===== config.mk =====
export PLATFORM = sky130hd
export DESIGN_NAME = tsqc_front
export DESIGN_NICKNAME = d
export VERILOG_FILES = /design/src/rtl/tsqc_pkg.sv /design/src/rtl/tsqc_front.sv
export SDC_FILE = /design/constraint.sdc
export NUM_CORES = 1
export LEC_CHECK = 0
export BUFFER_PORTS_ARGS = -buffer_cell sky130_fd_sc_hd__buf_2
export CORE_MARGIN = 2
export CORE_UTILIZATION = 41
export DETAILED_ROUTE_END_ITERATION = 12
export GPL_ROUTABILITY_DRIVEN = 0
export PLACE_DENSITY = 0.73
export SYNTH_ARGS = -nofsm -noshare
export SYNTH_HDL_FRONTEND = slang
export SYNTH_SLANG_ARGS = --single-unit

===== constraint.sdc =====
create_clock -name vclk -period 31.7
set_input_delay 6.34 -clock vclk [all_inputs]
set_output_delay 6.34 -clock vclk [all_outputs]
set_load 0.005 [all_outputs]

===== src/rtl/tsqc_pkg.sv =====
// Shared types and constants for the thick segment quad cull block.
// Used by the top level, classifier and back-end sequencer; no dependencies.
package tsqc_pkg;

   localparam int CSR_INDEX_WIDTH = 3;
   localparam logic [CSR_INDEX_WIDTH-1:0] CSR_VIEW_MIN_X    = 3'd0;
   localparam logic [CSR_INDEX_WIDTH-1:0] CSR_VIEW_MIN_Y    = 3'd1;
   localparam logic [CSR_INDEX_WIDTH-1:0] CSR_VIEW_MAX_X    = 3'd2;
   localparam logic [CSR_INDEX_WIDTH-1:0] CSR_VIEW_MAX_Y    = 3'd3;
   localparam logic [CSR_INDEX_WIDTH-1:0] CSR_FLOOR_FILTER  = 3'd4;
   localparam logic [CSR_INDEX_WIDTH-1:0] CSR_FLOOR_SELECT  = 3'd5;

   localparam int FLOOR_WIDTH = 16;
   localparam int TAG_WIDTH   = 32;
   // Largest magnitude bit count of a direction component after normalizing.
   localparam int NORM_BITS   = 31;
   localparam int MUL_WIDTH   = 32;

   localparam logic [1:0] CORNER_LAST = 2'd3;

   // Classification that the front end attaches to each queued segment.
   typedef struct packed {
      logic new_scene;
      logic keep;
   } seg_ctl_type;

endpackage


===== src/rtl/tsqc_front.sv =====
// Front-end classifier: floor filter, padded view-box test, zero-length check.
// Depends on tsqc_pkg for the floor width.
module tsqc_front #(
   parameter int CW = 32,
   parameter int TW = 20
) (
   input  logic signed [CW-1:0]                  start_x,
   input  logic signed [CW-1:0]                  start_y,
   input  logic signed [CW-1:0]                  end_x,
   input  logic signed [CW-1:0]                  end_y,
   input  logic [TW-1:0]                         thickness,
   input  logic [tsqc_pkg::FLOOR_WIDTH-1:0]      floor_num,
   input  logic signed [CW-1:0]                  view_min_x,
   input  logic signed [CW-1:0]                  view_min_y,
   input  logic signed [CW-1:0]                  view_max_x,
   input  logic signed [CW-1:0]                  view_max_y,
   input  logic                                  floor_filter_on,
   input  logic [tsqc_pkg::FLOOR_WIDTH-1:0]      floor_select,
   output logic                                  keep
);

   localparam int BW = ((CW > TW) ? CW : TW) + 3;

   logic signed [CW-1:0] lo_x, hi_x, lo_y, hi_y;
   logic signed [BW-1:0] t_e;
   logic signed [BW-1:0] lo2_x, hi2_x, lo2_y, hi2_y;
   logic signed [BW-1:0] vmin2_x, vmin2_y, vmax2_x, vmax2_y;
   logic floor_ok, box_ok, len_ok;

   always_comb begin
      lo_x = (start_x < end_x) ? start_x : end_x;
      hi_x = (start_x > end_x) ? start_x : end_x;
      lo_y = (start_y < end_y) ? start_y : end_y;
      hi_y = (start_y > end_y) ? start_y : end_y;
      t_e  = $signed(BW'(thickness));
      // Doubled coordinates keep half the thickness exact.
      lo2_x = (BW'(lo_x) <<< 1) - t_e;
      hi2_x = (BW'(hi_x) <<< 1) + t_e;
      lo2_y = (BW'(lo_y) <<< 1) - t_e;
      hi2_y = (BW'(hi_y) <<< 1) + t_e;
      vmin2_x = BW'(view_min_x) <<< 1;
      vmin2_y = BW'(view_min_y) <<< 1;
      vmax2_x = BW'(view_max_x) <<< 1;
      vmax2_y = BW'(view_max_y) <<< 1;
      floor_ok = !floor_filter_on || (floor_num == floor_select);
      box_ok   = !(lo2_x > vmax2_x) && !(hi2_x < vmin2_x) &&
                 !(lo2_y > vmax2_y) && !(hi2_y < vmin2_y);
      len_ok   = (start_x != end_x) || (start_y != end_y);
      keep     = floor_ok && box_ok && len_ok;
   end

endmodule


==> summary.md <==
| Metric | Value |
|---|---|
| Post-synth top area cell | `ha_1` |
| Commonest cells post-synth | `271 x ha_1, 238 x inv_1, 145 x nand2_1, 126 x a21oi_1, 114 x o21ai_0` |
| # rows | `62` |
| P&R area growth vs syn | `16.26%` |
| RSZ-0062 raised after global routing | `false` |
| Die width | `174.1 um` |
| Port bufs | `310` |
| Worst Hold End | `keep` |
| Worst hold stages | `5` |
| Worst EP arrival | `14.11 ns` |
| Synthesized net count | `2,289` |
| Detailed Routing Iterations Pass 1 | `8` |
| Non-filler cells, final | `2,370` |
| Final HPWL DP | `34,580 um` |
| Final hold vios | `0` |
| Core area | `0.02863 mm^2` |
| Routed WL per cell | `16.57 um` |
| Initial antenna violation count | `7` |
| Crit path kind | `in -> out` |
| Layout cells sized above 1 | `18.12%` |
| Final setup TNS | `0 ns` |
| DRT antenna net count | `0` |
| Clock buffers | `0` |
| Vias in the first global route | `12,890` |
| First-pass GRT wire length | `62,230 um` |
| Cell Area, Synth | `0.01187 mm^2` |
| Most frequent cell after synthesis | `ha_1` |
| IO Count | `310` |
| Number of remaining DRC errors | `0` |
| Hold-fix buffers, CTS | `0` |
| HP Class | `in -> out` |
| Largest stage delay on the critical path | `0.90 ns` |
| Via density | `5.619` |
| DP Cell Count | `2,365` |
| CP Max Fanout | `17` |
| Synth Instances | `1,705` |
| Drt total wl | `39,280 um` |
| Yosys warning count | `0` |
| Post-cts repair resize count | `0` |
| Top area cells in the synthesized netlist | `ha_1 29%, inv_1 7.5%, xnor2_1 7.0%` |
| Grt ovf | `0` |
| Max-Cap Viols | `0` |
| Nets | `2,567` |
| Outcome | `completed` |
| Setup violations, final | `0` |
| Fmax | `48.90 MHz` |
| Multi-input gate area | `0.01082 mm^2` |
| Yosys top cell area share | `28.58%` |
| Power Density | `28.52 mW/mm^2` |
| CP max-delay cell | `o311ai_1` |
| Worst slew pin tran | `1.048 ns` |
| Fin crit period | `20.45 ns` |
| Die Area | `0.03032 mm^2` |
| Slew HR | `29.01%` |
| Total Routing Usage GR | `24.75%` |
| Pins Over Slew Limit | `0` |
| Hold_sp | `floor_filter_on` |
| CP required | `25.36 ns` |
| Total setup buffers inserted after CTS | `0` |
| DIE HEIGHT | `174.1 um` |
| Crit. End Element | `primary output` |
| Via count | `13,320` |
| Period Utilization, post-route | `64.50%` |
| Fillers | `2,906` |
| Seq_cells | `0` |
| Peak supply drop | `12.68 uV` |
| Crit path launch type | `primary input` |
| DR iter-0 viols | `973` |
| Library cells used by synthesis | `70` |
| Lkg Pwr | `7.481 nW` |
| FF+latch area | `0 um^2` |
| Largest net degree at the start of global routing | `62` |
| Mean Syn Cell Area | `6.959 um^2` |
| Starting Density | `41.45%` |
| Post-synthesis sequential area ratio | `0%` |
-- layer usage --
| layer | wire (um) | vias to the layer above | global-route usage, % | share of wire, % |
|---|---|---|---|---|
| li1 | - | 6678 | - | - |
| met1 | 17100 | 6077 | 31.80 | 44 |
| met2 | 18670 | 489 | 44.87 | 48 |
| met3 | 2453 | 70 | 1.531 | 6.2 |
| met4 | 1043 | 2 | 6.162 | 2.7 |
| met5 | 7 | - | 0 | 0.018 |
-- critical path, delay by kind of cell --
family | cells | cell delay (ns)
adders and majority gates | 4 | 1.40
xor gates and xnor gates | 1 | 0.19
buffers and inverters | 4 | 0.47
and+or+nand+nor | 12 | 2.90
muxes | 1 | 0.09
AOI/OAI and AO/OA | 10 | 2.74
-- cells in the final DEF (no fill, tap or decap), types with 4 or more instances in the layout --
cell type and count:
a2111oi_0 5, a211o_1 4, a211oi_1 21, a21boi_0 5, a21o_1 73, a21oi_1 126
a221o_1 5, a221oi_1 4, a31oi_1 8, and2_1 8, and3_1 13, and4_1 4
buf_2 310, buf_4 5, diode_2 5, fa_1 4, ha_1 271, inv_1 238
mux2_2 25, mux2i_1 51, nand2_1 145, nand2b_1 22, nand3_1 54, nand4_1 48
nor2_1 83, nor2b_1 11, nor3_1 42, nor3b_1 7, nor4_1 20, o211ai_1 13
o21a_1 14, o21ai_0 114, o21bai_1 11, o22ai_1 7, o31ai_1 8, or2_2 5
or3_1 4, xnor2_1 95, xor2_1 54
-- worst max-delay path by stage --
| stage | depth (start not counted) | slack, ns | start | to |
|---|---|---|---|---|
| finish | 32 | 11.25 | end_y[31] | keep |
| detailed placement | 29 | 11.10 | start_x[14] | keep |
| global placement | 29 | 11.18 | start_x[14] | keep |
| floorplan | 34 | 12.37 | end_x[24] | keep |
| global route | 32 | 10.62 | end_y[31] | keep |
| CTS | 29 | 11.07 | start_x[14] | keep |
-- report_power, final --
part           switching [mW]  internal (mW)    total [mW]
registers                   0              0             0
logic                   0.220          0.173         0.393
clock network               0   0.0000000211  0.0000000212
-- final cells by class --
class / count / area share, %
multi-input combinational: 1428 / 78.43
timing repair buffer: 315 / 11.52
inverter: 238 / 6.476
tap: 384 / 3.483
antenna: 5 / 0.09070
-- metrics by stage --
stage / utilization (%) / cell area, um^2 / hold WS, ns / power, mW / setup WS (ns)
after global routing: 48.19 / 13790 / 13.24 / 0.4446 / 10.62
after global placement: 48.15 / 13780 / 13.24 / 0.3767 / 11.18
after floorplan: - / 11870 / 12.85 / 0.2883 / 12.37
final: 48.19 / 13790 / 13.17 / 0.3934 / 11.25
after CTS: 48.15 / 13780 / 13.23 / 0.3916 / 11.07
after detailed placement: 48.15 / 13780 / 13.22 / 0.3890 / 11.10
-- logic make-up after synthesis --
family                   count (synthesis)  synth area share, %
AO/OA/AOI/OAI                          448                24.02
XOR/XNOR                               149                11.00
adder cells (fa/ha/maj)                275                29.25
buffers and inverters                  277                8.974
multiplexers                            76                6.675
AND/OR/NAND/NOR                        480                20.08
No activity file was read; power rests on OpenSTA's default activity.
