### src/rtl/tsqc_fifo.sv
// Two-entry queue between the classifier and the corner sequencer.
// No package dependencies.
module tsqc_fifo #(
   parameter int WIDTH = 8
) (
   input  logic             clock,
   input  logic             reset,
   input  logic             push,
   input  logic [WIDTH-1:0] push_data,
   input  logic             pop,
   output logic [WIDTH-1:0] pop_data,
   output logic             full,
   output logic             empty
);

   logic [WIDTH-1:0] mem_ff [2];
   logic             wp_ff, wp_in, rp_ff, rp_in;
   logic [1:0]       cnt_ff, cnt_in;

   always_comb begin
      wp_in  = push ? !wp_ff : wp_ff;
      rp_in  = pop ? !rp_ff : rp_ff;
      cnt_in = cnt_ff + 2'(push) - 2'(pop);
   end

   always_ff @(posedge clock) begin
      if (reset) begin
         wp_ff  <= 1'b0;
         rp_ff  <= 1'b0;
         cnt_ff <= 2'd0;
      end else begin
         wp_ff  <= wp_in;
         rp_ff  <= rp_in;
         cnt_ff <= cnt_in;
      end
   end

   always_ff @(posedge clock) begin
      if (push) begin
         mem_ff[wp_ff] <= push_data;
      end
   end

   assign pop_data = mem_ff[rp_ff];
   assign full     = cnt_ff[1];
   assign empty    = (cnt_ff == 2'd0);

endmodule

### config.mk
export PLATFORM = sky130hd
export DESIGN_NAME = tsqc_fifo
export DESIGN_NICKNAME = d
export VERILOG_FILES = /design/src/rtl/tsqc_fifo.sv
export SDC_FILE = /design/constraint.sdc
export NUM_CORES = 1
export LEC_CHECK = 0
export ABC_AREA = 0
export BUFFER_PORTS_ARGS = -buffer_cell sky130_fd_sc_hd__buf_4
export CAP_MARGIN = 20
export CORE_AREA = 2 2 44 46
export CTS_CLUSTER_SIZE = 12
export DETAILED_ROUTE_END_ITERATION = 8
export DIE_AREA = 0 0 46 48
export PLACE_DENSITY = 0.81
export REMOVE_ABC_BUFFERS = 1
export SYNTH_ARGS = -nofsm -noshare
export SYNTH_HDL_FRONTEND = slang
export SYNTH_SLANG_ARGS = --single-unit
### constraint.sdc
create_clock -name clock -period 1.3 [get_ports clock]
set_input_delay 0 -clock clock [delete_from_list [all_inputs] [get_ports clock]]
set_output_delay 0 -clock clock [all_outputs]
set_load 0.02 [all_outputs]
==> results of run 1 <==
state kept, by name, summed over array words and instances, names as in the netlist, named ones only:
signal  count
cnt_ff      2
mem_ff     16
rp_ff       1
wp_ff       1
cell families (layout without fill, tap and decap cells):
group,after synthesis,count (layout),synth area share (%)
and+or+nand+nor,8,8,4.78
xor gates and xnor gates,3,3,5.10
DFF,21,21,73.9
buffers and inverters,3,40,1.59
adders and majority gates,2,2,3.18
muxes,8,8,11.5
area by class of cell:
cell class,instances,area (um^2)
clock buffers,4,26.3
well taps,17,21.3
multi-input cells,21,200
fillers,135,564
inverters,2,7.51
flip-flops and latches,21,584
repair buffers,34,285
per-layer routing:
metal	wire length (um)	part of all wire (%)	GRT usage [%]
met3	64	5.1	4.91
met1	468	37	10.7
met2	725	58	25.3
met5	0	0	0
met4	0	0	6.86
repair_timing:
action | in CTS | in global routing
gates resized for setup | 1 | 2
hold buffers | 12 | 0
endpoints found under the hold margin | 21 | 0
endpoints found under the setup margin | 8 | 9
pin swaps | 0 | 0
cells in the mapped netlist:
| master | number |
|---|---|
| inv_1 | 2 |
| nor2b_1 | 2 |
| xnor2_1 | 2 |
| ha_1 | 2 |
| and2_1 | 1 |
| buf_2 | 1 |
| mux2_2 | 8 |
| nor2_1 | 5 |
| xnor3_1 | 1 |
| edfxtp_1 | 16 |
| dfxtp_1 | 5 |
path summary, 6_finish.rpt:
path	cells after the start	startpoint	slack [ns]	end
worst max-delay path	5	pop	0.04	flop
worst min-delay path	2	push_data[6]	0.43	mem_ff[1][6]
worst max register to register	3	rp_ff	0.06	flop
worst min register to register	2	wp_ff	0.56	wp_ff
through the flow:
step	std cells	setup slack, ns	area [um^2]
finish	99	0.0383	1120
CTS	99	0.0253	1110
detailed placement	83	0.113	967
floorplan	44	0.181	781
global route	99	-0.00625	1120
global placement	83	0.176	967
worst max-delay path, stage by stage:
cell	delay (ns)
dlygate4sd3_1	0.54
buf_4	0.15
xnor2_2	0.15
nor2_1	0.06
dlygate4sd3_1	0.55
report_power, final:
group	switching (mW)	internal (mW)	total, mW
registers	0.0314	0.780	0.811
logic	0.141	0.184	0.325
clock network	0.175	0.119	0.294
==> PnR_summary.wiki, run 1 <==
{| class="wikitable"
! Metric !! Value
|-
| Number of buffers added by the clock tree synthesis step || 3
|-
| Number of primary I/O pins || 22
|-
| Commonest non-fill, non-tap cells in the layout || 22 x buf_4, 16 x edfxtp_1, 12 x dlygate4sd3_1
|-
| Chip Height || 48 um
|-
| Worst clock skew || ~0.0012 ns
|-
| Fin. max-slew vios || 0
|-
| Maximum number of pins on one net before global-route repair || 12
|-
| Most common library cell in the layout ignoring fill and taps || buf_4
|-
| Crit share post-route || 97.1%
|-
| Routability-driven placement congestion ratio || about 0.60
|-
| Antenna Violating Nets Remaining || 0
|-
| Final wirelength || 1.26 mm
|-
| Number of warnings reported in the yosys synthesis log || 0
|-
| Critical Path RT || 1.49 ns
|-
| Insertion delay to the later sink of the worst-skew pair || 0.29 ns
|-
| Global-route wire length before repair || 1.86 mm
|-
| Count of cell types in the netlist || 11
|-
| Area share of the largest cell type after synthesis || 61.1%
|-
| Clock slew at reported path FFs || about 0.1 ns
|-
| DRC marker count from the first detailed-route iteration || 1
|-
| Cell count after synthesis || 45
|-
| Total number of vias || 484
|-
| Number of buffers inserted by port buffering || 21
|-
| Critical Path Sink Type || flop
|-
| Area of the core region || 1690 um^2
|-
| Final number of hold-violating endpoints || 0
|-
| Detailed Place HPWL || approximately 800 um
|-
| Floorplan row count || 15
|-
| DRC errors left || 0
|-
| Pwr per Cell Area || roughly 1300 nW/um^2
|-
| Share of layout cells above drive strength 1 || a little over two fifths
|-
| Total leakage power || 0.456 nW
|-
| Setup total negative slack || 0 ns
|-
| Per-cell via count in the routed design || around 4.9
|-
| Horizontal die dimension || 46 um
|-
| Number of violations of the max-capacitance limit || 0
|-
| Slew at the pin closest to its max-slew limit || between 0.3 and 0.4 ns
|-
| Vias in the first global route || 491
|-
| Slew HR || 73.6%
|-
| VDD IR max || roughly 0.00080 V
|-
| Post CTS Setup Buffer Count || 0
|-
| TritonCTS clock tree || yes
|-
| H-tree level count || 1
|-
| Number of buffers on the longest clock path || 2
|-
| Syn avg cell area || 17.5 um^2
|-
| Cell accounting for the most synthesized area || edfxtp_1
|-
| Final setup violation count || 0
|-
| Hold slack || around 0.43 ns
|-
| Drt wl/cell || ~13 um
|-
| Overflow after GRT || 0
|-
| Synthesis-stage register bit count || 21
|-
| Cells taking the most area after synthesis || edfxtp_1 61%, dfxtp_1 13%, mux2_2 11%, ha_1 3.2%, xnor3_1 2.9%
|-
| Run status || finished, final reports clean
|-
| Highest net fanout along the worst path || 2
|-
| Post-synthesis instance area || 786 um^2
|-
| Total clock sinks || 21
|-
| Layout-stage area growth over the synthesis result || 43.2%
|-
| Die area || approximately 2200 um^2
|-
| Effective utilization at floorplan || 46.5%
|-
| Tot Pwr || 1.43 mW
|-
| Pre-Repair DR Iteration Count || 3
|-
| Utilization after layout || 66.6%
|-
| Nets || 97
|-
| Highest clock frequency the design can meet || 0.793 GHz
|-
| GRT Total Usage || approximately an eighth
|-
| Worst setup SP type || input pin
|-
| Post-synthesis sequential area ratio || 73.9%
|-
| Number of antenna violations at the first check in global routing || 0
|-
| Inserted Diodes || 0
|-
| CP Data Arrival Time || 1.45 ns
|-
| Clock Tree Root || clkbuf_4
|-
| Shortest period the worst path allows || 1.26 ns
|-
| Worst setup path class || in2reg
|-
| Worst Hold Class || in2reg
|}
Note: power is estimated with default switching activity, not from simulation.
==> inputs of run 2 (changes only) <==
- ABC_AREA: 0 -> 1
- CORE_AREA: 2 2 44 46 -> 2 2 45 47
- DIE_AREA: 0 0 46 48 -> 0 0 47 49
==> PnR_summary.wiki, run 2 <==
{| class="wikitable"
! Metric !! Value
|-
| Run status || finished, final reports clean (unchanged)
|-
| TritonCTS clock tree || yes (unchanged)
|-
| Number of antenna violations at the first check in global routing || 0 (unchanged)
|-
| Area share of the largest cell type after synthesis || 57.7% (was 61.1%)
|-
| Antenna Violating Nets Remaining || 0 (unchanged)
|-
| Maximum number of pins on one net before global-route repair || 13 (was 12)
|-
| Commonest non-fill, non-tap cells in the layout || 21 x buf_4, 16 x edfxtp_1, 10 x dlygate4sd3_1 (was 22 x buf_4, 16 x edfxtp_1, 12 x dlygate4sd3_1)
|-
| Post-synthesis sequential area ratio || 69.8% (was 73.9%)
|-
| Pre-Repair DR Iteration Count || 4 (was 3)
|-
| Overflow after GRT || 0 (unchanged)
|-
| Critical Path Sink Type || primary output (was flop)
|-
| CP Data Arrival Time || 1.22 ns (was 1.45 ns)
|-
| Global-route wire length before repair || 2.19 mm (was 1.86 mm)
|-
| Crit path cell chain || buf_8 -> mux2_4 -> buf_4 (was dlygate4sd3_1 -> buf_4 -> xnor2_2 -> nor2_1 -> dlygate4sd3_1)
|-
| Synthesis-stage register bit count || 21 (unchanged)
|-
| Horizontal die dimension || 47 um (was 46 um)
|-
| Critical Path RT || 1.30 ns (was 1.49 ns)
|-
| Number of violations of the max-capacitance limit || 0 (unchanged)
|-
| Vias in the first global route || 574 (was 491)
|-
| Final number of hold-violating endpoints || 0 (unchanged)
|-
| Chip Height || 49 um (was 48 um)
|-
| Count of cell types in the netlist || 12 (was 11)
|-
| Cell count after synthesis || 55 (was 45)
|-
| GRT Total Usage || 13.2% (was 12.8%)
|-
| Setup WS post-layout || 0.0755 ns (was 0.0383 ns)
|-
| Post-synth top flop || edfxtp_1 (unchanged)
|-
| Cell accounting for the most synthesized area || edfxtp_1 (unchanged)
|-
| Total clock sinks || 21 (unchanged)
|-
| Number of cells on the worst reg-to-reg path || 8 (was 3)
|-
| DP Worst Slack || 0.0402 ns (was 0.113 ns)
|-
| Clock slew at reported path FFs || 0.10 ns (about the same)
|-
| Pwr per Cell Area || 1180 nW/um^2 (was 1270 nW/um^2)
|-
| DRC marker count from the first detailed-route iteration || 10 (was 1)
|-
| Syn avg cell area || 15.1 um^2 (was 17.5 um^2)
|-
| Number of primary I/O pins || 22 (unchanged)
|-
| Worst setup SP type || flop (was input pin)
|-
| Slew HR || 76.7% (was 73.6%)
|-
| Register containing the most flip-flops in the final layout || mem_ff (unchanged)
|-
| Total leakage power || 0.511 nW (was 0.456 nW)
|-
| Crit share post-route || 94.2% (was 97.1%)
|-
| Largest regs || mem_ff (16), cnt_ff (2) (unchanged)
|-
| Total number of vias || 531 (was 484)
|-
| Area of the core region || 1840 um^2 (was 1690 um^2)
|-
| Slew at the pin closest to its max-slew limit || 0.349 ns (was 0.395 ns)
|-
| Inserted Diodes || 0 (unchanged)
|-
| DRC errors left || 0 (unchanged)
|-
| Cells taking the most area after synthesis || edfxtp_1 58%, mux2_4 14%, dfxtp_1 12%, inv_1 3.6%, nor2_1 3.2% (was edfxtp_1 61%, dfxtp_1 13%, mux2_2 11%, ha_1 3.2%, xnor3_1 2.9%)
|-
| Highest net fanout along the worst path || 8 (was 2)
|-
| Final setup violation count || 0 (unchanged)
|-
| Layout-stage area growth over the synthesis result || 45.1% (was 43.2%)
|-
| Fill cells || 151 (was 135)
|-
| Setup repair after global routing missed its margin || no
|-
| Number of buffers inserted by port buffering || 21 (unchanged)
|-
| Routability-driven placement congestion ratio || 0.675 (was 0.602)
|-
| Commonest cells in the netlist || 16 x edfxtp_1, 8 x inv_1, 8 x mux2_4, 7 x nor2_1, 5 x dfxtp_1 (was 16 x edfxtp_1, 8 x mux2_2, 5 x dfxtp_1, 5 x nor2_1)
|-
| Final wirelength || 1.39 mm (was 1.26 mm)
|-
| Insertion delay to the later sink of the worst-skew pair || 0.29 ns (about the same)
|-
| Worst Hold Class || in2reg (unchanged)
|-
| Nets || 106 (was 97)
|-
| Proportion of register bits with asynchronous set or reset after synthesis || 0% (unchanged)
|-
| EDFF count, synth || 16 (unchanged)
|-
| Kind of cell adding the most delay to the critical path || flip-flops (was buffers and inverters)
|-
| Buffers plus inverters on the worst setup path || 2 (was 3)
|-
| Fraction of power spent switching nets || 24.9% (was 24.3%)
|-
| Worst clock skew || 0.00594 ns (was 0.00118 ns)
|-
| Instance count on the critical path || 3 (was 5)
|-
| Per-cell via count in the routed design || 4.50 (was 4.89)
|-
| Number of buffers on the longest clock path || 2 (unchanged)
|-
| Shortest period the worst path allows || 1.22 ns (was 1.26 ns)
|-
| Most used standard cell by instance count after synthesis || edfxtp_1 (unchanged)
|-
| Highest clock frequency the design can meet || 0.817 GHz (was 0.793 GHz)
|-
| Die area || 2300 um^2 (was 2210 um^2)
|-
| Clk pwr share || 20.3% (was 20.6%)
|-
| Post-synthesis instance area || 832 um^2 (was 786 um^2)
|-
| Share of layout cells above drive strength 1 || 50.5% (was 42.7%)
|-
| Number of buffers added by the clock tree synthesis step || 3 (unchanged)
|-
| H-tree level count || 1 (unchanged)
|-
| Fin. max-slew vios || 0 (unchanged)
|-
| Floorplan row count || 16 (was 15)
|-
| Number of cells on the worst hold path || 3 (was 2)
|-
| Most common library cell in the layout ignoring fill and taps || buf_4 (unchanged)
|-
| Slowest Stage Delay on Critical Path || 0.35 ns (was 0.55 ns)
|-
| Register-to-register setup slack || 0.09 ns (was 0.06 ns)
|-
| Switch Pwr || 0.355 mW (was 0.348 mW)
|-
| Seq pwr share || 55.6% (was 56.7%)
|-
| Hold slack || 0.0247 ns (was 0.431 ns)
|-
| Drt wl/cell || 11.7 um (was 12.7 um)
|-
| Flip-flop count of the largest register after layout || 16 (unchanged)
|-
| Worst setup path class || reg2out (was in2reg)
|-
| VDD IR max || 0.00104 V (was 0.000799 V)
|-
| Power share of the combinational group || 24.1% (was 22.7%)
|-
| Post CTS Setup Buffer Count || 0 (unchanged)
|-
| Cell with the biggest individual delay on the critical path || dfxtp_2 (was dlygate4sd3_1)
|-
| Setup total negative slack || 0 ns (unchanged)
|-
| Internal power || 1.07 mW (was 1.08 mW)
|-
| Number of warnings reported in the yosys synthesis log || 0 (unchanged)
|-
| Effective utilization at floorplan || 45.2% (was 46.5%)
|-
| Clock Tree Root || clkbuf_4 (unchanged)
|}
[run 2: changes by cell type in the layout (fill, tap and decap cells not counted), sizes merged, moves of 2 or more]
| cell | change |
|---|---|
| inv | +6 |
| nand2 | +4 |
| dlygate4sd3 | -2 |
| nor2 | +2 |
| nor2b | -2 |
[run 2: through the flow]
stage	total power [mW]	area [um^2]	utilization, %	cells
6_report	1.42	1210	65.6	118
5_1_grt	1.51	1210	65.6	118
4_1_cts	1.39	1150	62.7	118
3_5_place_dp	1.08	1030	55.8	104
3_3_place_gp	1.07	1030	55.8	104
2_1_floorplan	0.965	821	-	54
[run 2: logic make-up (layout without fill, tap and decap cells)]
group	count (synthesis)	in the layout	synth area share [%]
adders and majority gates	2	2	3.01
buffers and inverters	9	45	4.96
AOI/OAI and AO/OA	1	1	0.601
and+or+nand+nor	13	13	6.16
DFF	21	21	69.8
xor gates and xnor gates	1	1	1.05
muxes	8	8	14.4
[run 2: repair_timing]
action / CTS / global route
endpoints found under the setup margin: 0 / 9
hold buffers: 10 / 0
resized for setup: 0 / 15
endpoints found under the hold margin: 21 / 0
[run 2: final timing paths]
path,start,end
setup reg to reg,cnt_ff[0],cnt_ff[1]
setup / recovery,flop,pop_data[0]
hold / removal,push,wp_ff
hold reg to reg,wp_ff,wp_ff
[run 2: cell type report]
class | count | area, um^2 | share of cell area [%]
Timing Repair Buffer | 33 | 284 | 23.5
Inverter | 8 | 30.0 | 2.49
Clock buffer | 3 | 22.5 | 1.87
Sequential cell | 21 | 583 | 48.3
Clock inverter | 1 | 5.00 | 0.415
Tap cell | 27 | 33.8 | 2.80
Multi-Input combinational cell | 25 | 249 | 20.6
[run 2: worst min-delay path: stages]
cell and delay, ns:
buf_4 0.13, nor2_1 0.08, nor3_1 0.05
[run 2: metal layers]
metal	part of all wire [%]	GRT usage [%]
met5	0	0
met4	4.3	4.17
met3	4.3	3.33
met2	56	24.7
met1	35	13.3
[run 2: power groups by stage]
stage          logic [mW]  registers [mW]  clock network, mW
2_1_floorplan       0.151           0.815                  0
3_3_place_gp        0.270           0.800                  0
3_5_place_dp        0.279           0.803                  0
4_1_cts             0.304           0.788              0.303
5_1_grt             0.376           0.798              0.335
6_report            0.344           0.792              0.289
==> inputs of run 3 (changes only) <==
- SETUP_SLACK_MARGIN: default -> 0.5
==> PnR_summary.wiki, run 3 (same netlist as run 2, synthesis figures left out) <==
{| class="wikitable"
! Metric !! Value
|-
| Most common library cell in the layout ignoring fill and taps || edfxtp_1 (was buf_4)
|-
| Setup repair after global routing missed its margin || yes (was no)
|-
| Nets || 106 (unchanged)
|-
| Pre-Repair DR Iteration Count || 4 (unchanged)
|-
| Shortest period the worst path allows || 1.22 ns (about the same)
|-
| Setup total negative slack || 0 ns (unchanged)
|-
| H-tree level count || 1 (unchanged)
|-
| Die area || 2300 um^2 (unchanged)
|-
| Largest regs || mem_ff (16), cnt_ff (2) (unchanged)
|-
| Number of buffers added by the clock tree synthesis step || 3 (unchanged)
|-
| Total clock sinks || 21 (unchanged)
|-
| Final number of hold-violating endpoints || 0 (unchanged)
|-
| Register containing the most flip-flops in the final layout || mem_ff (unchanged)
|-
| Per-cell via count in the routed design || 4.45 (was 4.50)
|-
| Slew at the pin closest to its max-slew limit || 0.180 ns (was 0.349 ns)
|-
| Slew HR || 87.9% (was 76.7%)
|-
| Tot Pwr || 1.48 mW (was 1.42 mW)
|-
| Worst setup path class || reg2reg (was reg2out)
|-
| Number of antenna violations at the first check in global routing || 0 (unchanged)
|-
| Run status || finished, final reports clean (unchanged)
|-
| Setup WS post-layout || 0.0762 ns (was 0.0755 ns)
|-
| Fin. max-slew vios || 0 (unchanged)
|-
| Routability-driven placement congestion ratio || 0.675 (unchanged)
|-
| TritonCTS clock tree || yes (unchanged)
|-
| Floorplan row count || 16 (unchanged)
|-
| Count of placed standard cells including taps || 104 (unchanged)
|-
| Clock Tree Root || clkbuf_4 (unchanged)
|-
| Number of cells on the worst reg-to-reg path || 8 (unchanged)
|-
| Crit share post-route || 94.1% (was 94.2%)
|-
| Antenna Violating Nets Remaining || 0 (unchanged)
|-
| Worst clock skew || 0.00919 ns (was 0.00594 ns)
|-
| Highest net fanout along the worst path || 2 (was 8)
|-
| Final setup violation count || 0 (unchanged)
|-
| Sequential cell area || 588 um^2 (was 583 um^2)
|-
| Inserted Diodes || 0 (unchanged)
|-
| Chip Height || 49 um (unchanged)
|-
| Fill cells || 139 (was 151)
|-
| Insertion delay to the later sink of the worst-skew pair || 0.29 ns (about the same)
|-
| Drt wl/cell || 12.9 um (was 11.7 um)
|-
| Commonest non-fill, non-tap cells in the layout || 16 x edfxtp_1, 13 x buf_4, 9 x dlygate4sd3_1, 9 x buf_6, 8 x mux2_4 (was 21 x buf_4, 16 x edfxtp_1, 10 x dlygate4sd3_1)
|-
| CP Data Arrival Time || 1.43 ns (was 1.22 ns)
|-
| Total leakage power || 0.517 nW (was 0.511 nW)
|-
| Effective utilization at floorplan || 45.2% (unchanged)
|-
| Vias in the first global route || 606 (was 574)
|-
| Total area of multi-input combinational cells || 269 um^2 (was 249 um^2)
|-
| DRC errors left || 0 (unchanged)
|-
| Worst Hold Class || in2reg (unchanged)
|-
| Post CTS Setup Buffer Count || 0 (unchanged)
|-
| Number of buffers on the longest clock path || 2 (unchanged)
|-
| Worst setup SP type || flop (unchanged)
|-
| Layout-stage area growth over the synthesis result || 51.9% (was 45.1%)
|-
| Highest clock frequency the design can meet || 0.817 GHz (about the same)
|-
| Cell Count, Final, Fillers Out || 118 (unchanged)
|-
| Share of layout cells above drive strength 1 || 59.3% (was 50.5%)
|-
| DP Worst Slack || 0.0402 ns (unchanged)
|-
| Number of primary I/O pins || 22 (unchanged)
|-
| VDD IR max || 0.00102 V (was 0.00104 V)
|-
| Total number of vias || 525 (was 531)
|-
| Overflow after GRT || 0 (unchanged)
|-
| Final wirelength || 1.52 mm (was 1.39 mm)
|-
| Number of cells on the worst hold path || 3 (unchanged)
|-
| Maximum number of pins on one net before global-route repair || 13 (unchanged)
|-
| Number of violations of the max-capacitance limit || 0 (unchanged)
|-
| Flip-flop count of the largest register after layout || 16 (unchanged)
|-
| GRT Total Usage || 15.6% (was 13.2%)
|-
| Clock slew at reported path FFs || 0.12 ns (was 0.10 ns)
|-
| Number of buffers inserted by port buffering || 21 (unchanged)
|-
| Pwr per Cell Area || 1170 nW/um^2 (was 1180 nW/um^2)
|-
| Critical Path Sink Type || flop (was primary output)
|-
| DRC marker count from the first detailed-route iteration || 4 (was 10)
|-
| Horizontal die dimension || 47 um (unchanged)
|-
| Area of the core region || 1840 um^2 (unchanged)
|-
| Critical Path RT || 1.50 ns (was 1.30 ns)
|-
| Global-route wire length before repair || 2.53 mm (was 2.19 mm)
|}
[run 3: cell types whose count changed in the layout (fill, tap and decap cells not counted), sizes merged]
cell         before  now
clkinvlp          0    2
dlygate4sd3      10    9
inv               8    7
[run 3: final timing paths]
path	start	endpoint	slack [ns]
max reg2reg	cnt_ff[0]	cnt_ff[1]	0.08
min	pop	rp_ff	0.007
min reg2reg	rp_ff	rp_ff	0.53
max	cnt_ff[0]	cnt_ff[1]	0.08
[run 3: worst max-delay path, stage by stage, from the launching register on]
cell     delay, ns
dfxtp_2       0.35
inv_2         0.04
ha_4          0.25
inv_2         0.04
ha_4          0.15
inv_2         0.06
nand2_4       0.05
a21oi_2       0.12
nor2_1        0.06
[run 3: repair_timing]
action	4_1_cts	5_1_grt
setup endpoints to repair	29	29
gates cloned	1	0
resized for setup	29	5
hold buffers	9	0
endpoints found under the hold margin	21	0
pin swaps	7	3
[run 3: layout make-up]
class / count / share of cell area (%)
inverters: 8 / 2.67
repair inverters: 1 / 0.594
multi-input cells: 25 / 21.3
clock inverters: 1 / 0.396
repair buffers: 32 / 24.1
clock buffers: 3 / 1.78
well taps: 27 / 2.67
flip-flops and latches: 21 / 46.5
[run 3: metrics by stage]
| stage | utilization (%) | cell area (um^2) | hold WS (ns) |
|---|---|---|---|
| after floorplan | - | 821 | 0.0712 |
| after global placement | 55.8 | 1030 | 0.186 |
| after detailed placement | 55.8 | 1030 | 0.189 |
| after CTS | 67.8 | 1250 | 0.00665 |
| after global routing | 68.6 | 1260 | 0.0115 |
| final | 68.6 | 1260 | 0.00725 |
[run 3: report_power, final]
part | internal, mW | switching, mW | leakage (nW)
clock | 0.114 | 0.187 | 0.0177
sequential | 0.774 | 0.0223 | 0.193
combinational | 0.210 | 0.178 | 0.306
total | 1.10 | 0.387 | 0.517
[run 3: layer usage]
metal | global-route usage [%] | share of wire (%) | up-vias
met5 | 0 | 0 | -
met4 | 4.17 | 2.6 | 0
met3 | 3.33 | 3.1 | 4
met2 | 30.4 | 59 | 20
met1 | 15.3 | 35 | 243
li1 | - | - | 258
